**config.mk**
```make
export PLATFORM = sky130hd
export DESIGN_NAME = hnm_queue
export DESIGN_NICKNAME = d
export VERILOG_FILES = /design/src/hnm_pkg.sv /design/src/hnm_queue.sv
export SDC_FILE = /design/constraint.sdc
export NUM_CORES = 1
export LEC_CHECK = 0
export BUFFER_PORTS_ARGS = -buffer_cell sky130_fd_sc_hd__buf_2
export CAP_MARGIN = 20
export CORE_MARGIN = 1.5
export CORE_UTILIZATION = 50
export CTS_CLUSTER_DIAMETER = 80
export CTS_CLUSTER_SIZE = 28
export DETAILED_ROUTE_END_ITERATION = 16
export PLACE_DENSITY = 0.71
export SYNTH_ARGS = -nofsm -noshare
export SYNTH_HDL_FRONTEND = slang
export SYNTH_SLANG_ARGS = --single-unit
```
**constraint.sdc**
```tcl
create_clock -name clk -period 2.2 [get_ports clk]
set_input_delay 0.22 -clock clk [delete_from_list [all_inputs] [get_ports clk]]
set_output_delay 0.22 -clock clk [all_outputs]
set_load 0.01 [all_outputs]
```
**src/hnm_pkg.sv**
```systemverilog
`default_nettype none
package hnm_pkg;

  localparam int MaxWidth   = 1024;
  localparam int MaxHeight  = 4096;
  localparam int ColW       = $clog2(MaxWidth);
  localparam int WidthRegW  = 11;
  localparam int HeightRegW = 13;
  localparam int RowW       = 13;
  localparam int CfgDataW   = 13;
  localparam int CfgIdxW    = 2;

  localparam logic [WidthRegW-1:0]  WidthReset  = WidthRegW'(1024);
  localparam logic [HeightRegW-1:0] HeightReset = HeightRegW'(1024);

  localparam int QueueDepth = 4;
  localparam int QPtrW      = $clog2(QueueDepth);
  localparam int QCntW      = $clog2(QueueDepth + 1);

  localparam int SumW  = 18;
  localparam int AW    = 15;
  localparam int A2W   = 30;
  localparam int QW    = 7;
  localparam int Q2sW  = 34;
  localparam int QsW   = 25;
  localparam int Steps = 7;

  localparam logic [7:0]      Bias    = 8'd127;
  localparam logic [SumW-1:0] ZTermSq = SumW'(2601);
  localparam logic [A2W-1:0]  ZA2     = A2W'(127 * 51 * 127 * 51);

  typedef enum logic [CfgIdxW-1:0] {
    CFG_WIDTH  = 2'd0,
    CFG_HEIGHT = 2'd1,
    CFG_ALPHA  = 2'd2
  } cfg_index_t;

  typedef enum logic {
    REQ_PIXEL = 1'b0,
    REQ_DRAIN = 1'b1
  } req_t;

  typedef struct packed {
    logic       req_type;
    logic [7:0] height_sample;
    logic [7:0] alpha_in;
  } in_item_t;

  typedef struct packed {
    logic [7:0] normal_x;
    logic [7:0] normal_y;
    logic [7:0] normal_z;
    logic [7:0] alpha_out;
    logic       frame_end;
  } out_item_t;

  typedef struct packed {
    logic        drain;
    logic        first_col;
    logic        last_col;
    logic        fend;
    logic [7:0]  down;
    logic [15:0] cur;
    logic [7:0]  right;
  } job_t;

  typedef struct packed {
    logic [QW-1:0]   q;
    logic [Q2sW-1:0] q2s;
    logic [QsW-1:0]  qs;
    logic [A2W-1:0]  a2;
    logic            neg;
  } comp_t;

  function automatic comp_t search_step(comp_t c, logic [SumW-1:0] s, int k);
    comp_t           r;
    logic [Q2sW-1:0] cand;
    r    = c;
    cand = c.q2s + (Q2sW'(c.qs) << (k + 1)) + (Q2sW'(s) << (2 * k));
    if (cand <= Q2sW'(c.a2)) begin
      r.q   = c.q | (QW'(1) << k);
      r.q2s = cand;
      r.qs  = c.qs + (QsW'(s) << k);
    end
    return r;
  endfunction

  function automatic logic [7:0] finish_comp(comp_t c);
    logic [7:0] qa;
    qa = {1'b0, c.q};
    if (c.neg && (c.q2s != Q2sW'(c.a2))) begin
      qa = qa + 8'd1;
    end
    return c.neg ? (Bias - qa) : (Bias + qa);
  endfunction

endpackage
`default_nettype wire

```
**src/hnm_queue.sv**
```systemverilog
`default_nettype none
module hnm_queue (
  input  wire logic                      clk,
  input  wire logic                      rst,
  input  wire logic                      push,
  input  wire hnm_pkg::job_t             din,
  input  wire logic                      pop,
  output hnm_pkg::job_t                  dout,
  output logic                           not_empty,
  output logic [hnm_pkg::QCntW-1:0]      count
);

  hnm_pkg::job_t              slots [hnm_pkg::QueueDepth];
  logic [hnm_pkg::QPtrW-1:0]  wr_ptr, rd_ptr;

  assign dout      = slots[rd_ptr];
  assign not_empty = (count != '0);

  always_ff @(posedge clk) begin
    if (rst) begin
      wr_ptr <= '0;
      rd_ptr <= '0;
      count  <= '0;
    end else begin
      if (push) begin
        wr_ptr <= wr_ptr + hnm_pkg::QPtrW'(1);
      end
      if (pop) begin
        rd_ptr <= rd_ptr + hnm_pkg::QPtrW'(1);
      end
      if (push && !pop) begin
        count <= count + hnm_pkg::QCntW'(1);
      end else if (pop && !push) begin
        count <= count - hnm_pkg::QCntW'(1);
      end
    end
  end

  always_ff @(posedge clk) begin
    if (push) begin
      slots[wr_ptr] <= din;
    end
  end

endmodule
`default_nettype wire

```
# Word-level counts from Yosys, hierarchy flattened
# Memories as Yosys holds them, arrays and structs flattened. A register that Yosys moved wholly into a read port is not among the register bits.
# Index checks and enable logic that the tools add are counted.
dict set report totals {
  register_bits 7
  mem_bits_rw 144
  inputBits 40
  n_memories 1
  elab_cells 20
}
# name words width read_ports rd_clocked_by_memory_dff wr line_no
set memory_table {}
lappend memory_table {slots 4 36 1 1 1 hnm_queue.sv:13} ;# hnm_pkg::job_t slots [hnm_pkg::QueueDepth];
dict set report op_classes {
  n_mux 6
  add_sub_neg 4
  n_reduce_logical 6
}
# cell n
set op_table {}
lappend op_table {{3-bit 2-to-1 mux} 2}
lappend op_table {{2-bit by 1-bit adder with 2-bit output (second input constant)} 2}
lappend op_table {{2-bit 2-to-1 mux} 2}
lappend op_table {{3-bit by 1-bit adder with 3-bit output (second input constant)} 1}
lappend op_table {{3-bit nonzero test} 1}
lappend op_table {{3-bit by 1-bit subtractor with 3-bit output (second input constant)} 1}
lappend op_table {{1-bit logical AND} 2}
lappend op_table {{1-bit logical NOT} 2}
lappend op_table {{1-bit 2-to-1 mux} 2}
lappend op_table {{2-bit nonzero test} 1}

# Logic depth before layout (Yosys ltp)
dict set report depth {
  word_depth 4
  ltp_mapped 7
  depth_no_buf 7
}

# Worst setup path before layout
# No wires, ideal clock.
dict set report synth_timing {
  path_kind {register -> register}
  startpoint {reg wr_ptr[0] (netlist name)}
  endpoint {mem slots[2][0] (netlist name), enable pin}
  arrival_ns 1.421
  slack_ns 0.382
  setup_ns 0.397
  n_path_buf 0
  t_required_ns 1.803
  stages_incl_launch_ff 4
  synth_period_minus_slack_ns 1.818
  path_cell_list {dfxtp_1 > inv_1 > ha_1 > and2_1}
}
# item line_no
set synth_lines {}
lappend synth_lines {{start: declaration} hnm_queue.sv:14} ;# logic [hnm_pkg::QPtrW-1:0] wr_ptr, rd_ptr;
lappend synth_lines {{start signal: assignment} hnm_queue.sv:26} ;# wr_ptr <= wr_ptr + hnm_pkg::QPtrW'(1);
lappend synth_lines {{end: declaration} hnm_queue.sv:13}
# Straight into the memory's write port.

==> results.sh <==
export IMPL_num_io_pins=80
export IMPL_final_min_clock_period_ns=2.07
export IMPL_final_hold_violation_count=0
export IMPL_drive_above_1_share=0.442
export IMPL_fp_dieW_um=110
export IMPL_gr_usage_all_layers=0.172
export IMPL_cts_sinks=153
export IMPL_worst_endpoint_required_ns=1.98
export IMPL_critPathCaptureType="output port"
export IMPL_grt_first_pass_wirelength_um=14400
export IMPL_top_layer_used="met5"
export IMPL_yosys_warnings=0
export IMPL_cts_buffer_depth=2
export IMPL_p_leak_nw=2.39
export IMPL_synth_cell_type_count=21
export IMPL_worst_skew_pair_late_latency_ns=0.40
export IMPL_synth_area_sq_mm=0.00567
export IMPL_setup_repair_after_global_routing_missed_its_margin="false"
export IMPL_final_weighted_congestion_in_routability_driven_placement=0.732
export IMPL_syn_avg_cell_area_sq_um=24.6
export IMPL_setup_tns_final_ns=0
export IMPL_wirelength_met1_um=3940
export IMPL_number_of_global_route_vias_before_repair=2759
export IMPL_final_util=0.628
export IMPL_synth_seq_area_share=0.794
export IMPL_hold_class="in2reg"
export IMPL_postLayoutCellArea_sq_mm=0.00686
export IMPL_synth_net_count=277
export IMPL_final_max_slew_viol_count=0
export IMPL_status="completed"
export IMPL_vias=2548
export IMPL_fill_cells=786
export IMPL_worst_path_buf_inv=2
export IMPL_core_area_sq_mm=0.0109
export IMPL_met3RoutedLength_um=407
export IMPL_number_of_antenna_violations_at_the_first_check_in_global_routing=1
export IMPL_synth_top_area_cell="edfxtp_1"
export IMPL_io_buffer_count=79
export IMPL_timing_critical_path_max_delay_family="multiplexers"
export IMPL_hold_path_depth=1
export IMPL_route_detailed_drc=0
export IMPL_post_drt_wl_per_cell_um=19.3
export IMPL_synth_top_cell_area_share=0.762
export IMPL_htree_levels=4
export IMPL_met2RoutedLength_um=4780
export IMPL_asyncSetResetFlopFracSynth=0
export IMPL_dp_hpwl_um=5530
export IMPL_timing_critical_path_cells="buf_4, mux4_1, buf_2"
export IMPL_clockRootBuffer="clkbuf_16"
export IMPL_post_synth_inst_count=231
export IMPL_finalCritPeriodShare=0.943
export IMPL_timing_setup_critical_path_class="reg2out"
export IMPL_timing_max_cap_violations=0
export IMPL_cp_max_fo=9
export IMPL_element_type_at_the_critical_path_start="flip-flop"
export IMPL_die_area_sq_mm=0.0120
export IMPL_holdBufCountCts=0
export IMPL_firstDrtPassIters=4
export IMPL_timing_reg2reg_worst_path_depth=3
export IMPL_synth_cells_most_frequent="edfxtp_1, mux4_2, dfxtp_1"
export IMPL_cts_tree="built"
export IMPL_worst_slew_pin_transition_ns=0.971
export IMPL_nNetsFinal=372
export IMPL_timing_max_slew_rel_slack=0.353
export IMPL_die_h_um=110
export IMPL_synth_enable_flop_cells=144
export IMPL_drt_total_wl_um=9220
export IMPL_max_freq_ghz=0.482
export IMPL_post_synthesis_to_final_layout_area_growth_pct=21.0
export IMPL_cellPowerDensity_mw_per_mm2=1020
export IMPL_cp_slowest_cell="mux4_1"
export IMPL_ys_dominant_reg_cell="edfxtp_1"
export IMPL_clk_pin_slew_ns=0.06
export IMPL_overflow=0
export IMPL_critical_path_arrival_ns=1.85
export IMPL_post_synth_main_area_contributors="edfxtp_1, mux4_2, dfxtp_1"
export IMPL_route_antenna_remaining_nets=0
export IMPL_timing_critical_path_slowest_cell_delay_ns=0.59
export IMPL_total_power_mw=6.98
export IMPL_timing_critical_path_depth=3
export IMPL_initial_standard_cell_utilization_of_the_core=0.519
export IMPL_setup_viol=0
export IMPL_yosys_register_bits=153
export IMPL_drtIter0Drc=83
export IMPL_yosysMostFrequentCell="edfxtp_1"
export IMPL_maximum_number_of_pins_on_one_net_before_global_route_repair=37
export IMPL_cts_buffers=17
export IMPL_fin_skew_ns=0.00373
export IMPL_rows=38
export IMPL_num_antenna_cells=0
export IMPL_viasPerCell=5.32
export IMPL_vdd_drop_max_mv=0.465
export IMPL_postPlaceCellArea_sq_mm=0.00625
timing repair:
item	in CTS	in global routing
endpoints found under the setup margin	3	0
buffers inserted	0	0
gates resized for setup	1	0
path summary, 6_finish.rpt:
check                               endpoint       from  slack (ns)
worst max-delay path                dout[27]  flip-flop        0.13
worst min-delay path            slots[2][27]    din[27]        0.03
worst max register to register  slots[0][17]  wr_ptr[0]        0.44
worst min register to register      count[2]   count[2]        0.51
sequential cells by signal, summed over array words and instances, names as in the netlist, named ones only:
name    flops
wr_ptr      2
count       3
rd_ptr      2
slots     144
layout by cell type, fill, tap and decap left out, drive strengths merged:
cell type / n
dfxtp: 9
ha: 5
clkinvlp: 4
a21oi: 1
mux2i: 2
clkbuf: 19
or3: 2
mux4: 36
o21ai: 1
nor2: 7
xnor2: 2
xor2: 3
clkinv: 5
nand2: 1
buf: 85
edfxtp: 144
and2: 4
inv: 4
bufinv: 4
fa: 1
routing by layer:
| layer | GRT usage | up-vias |
|---|---|---|
| met5 | 0 | - |
| met3 | 0.0593 | 10 |
| met2 | 0.287 | 59 |
| met4 | 0.0584 | 2 |
| li1 | - | 1159 |
| met1 | 0.212 | 1318 |
cell families after synthesis:
group,count (synthesis),synth area share
flip-flops,153,0.794
multiplexers,38,0.150
AND/OR/NAND/NOR,14,0.0119
buffers and inverters,13,0.0194
adder cells (fa/ha/maj),6,0.0146
XOR/XNOR,5,0.00772
AO/OA/AOI/OAI,2,0.00176
area by class of cell:
| cell class | instances | area [sq um] | share of cell area |
|---|---|---|---|
| Inverter | 4 | 15.0 | 0.00219 |
| Multi-Input combinational cell | 65 | 1060 | 0.155 |
| Sequential cell | 153 | 4510 | 0.657 |
| Clock buffer | 19 | 433 | 0.0631 |
| Tap cell | 140 | 175 | 0.0255 |
| Clock inverter | 13 | 178 | 0.0259 |
| Timing Repair Buffer | 85 | 490 | 0.0715 |
where the power goes:
part / internal [mW] / total [mW] / switching, mW
clock network: 1.89 / 2.95 / 1.06
logic: 0.304 / 0.623 / 0.318
registers: 3.34 / 3.40 / 0.0610
total: 5.53 / 6.98 / 1.44
metrics by stage:
stage,setup WS [ns],hold WS [ns],std cells
5_1_grt,0.0415,0.00897,479
3_3_place_gp,0.440,0.432,447
2_1_floorplan,0.382,0.319,231
6_report,0.126,0.0269,479
4_1_cts,0.0919,0.00934,479
3_5_place_dp,0.378,0.440,447
Power figures use the tool's default switching activity.
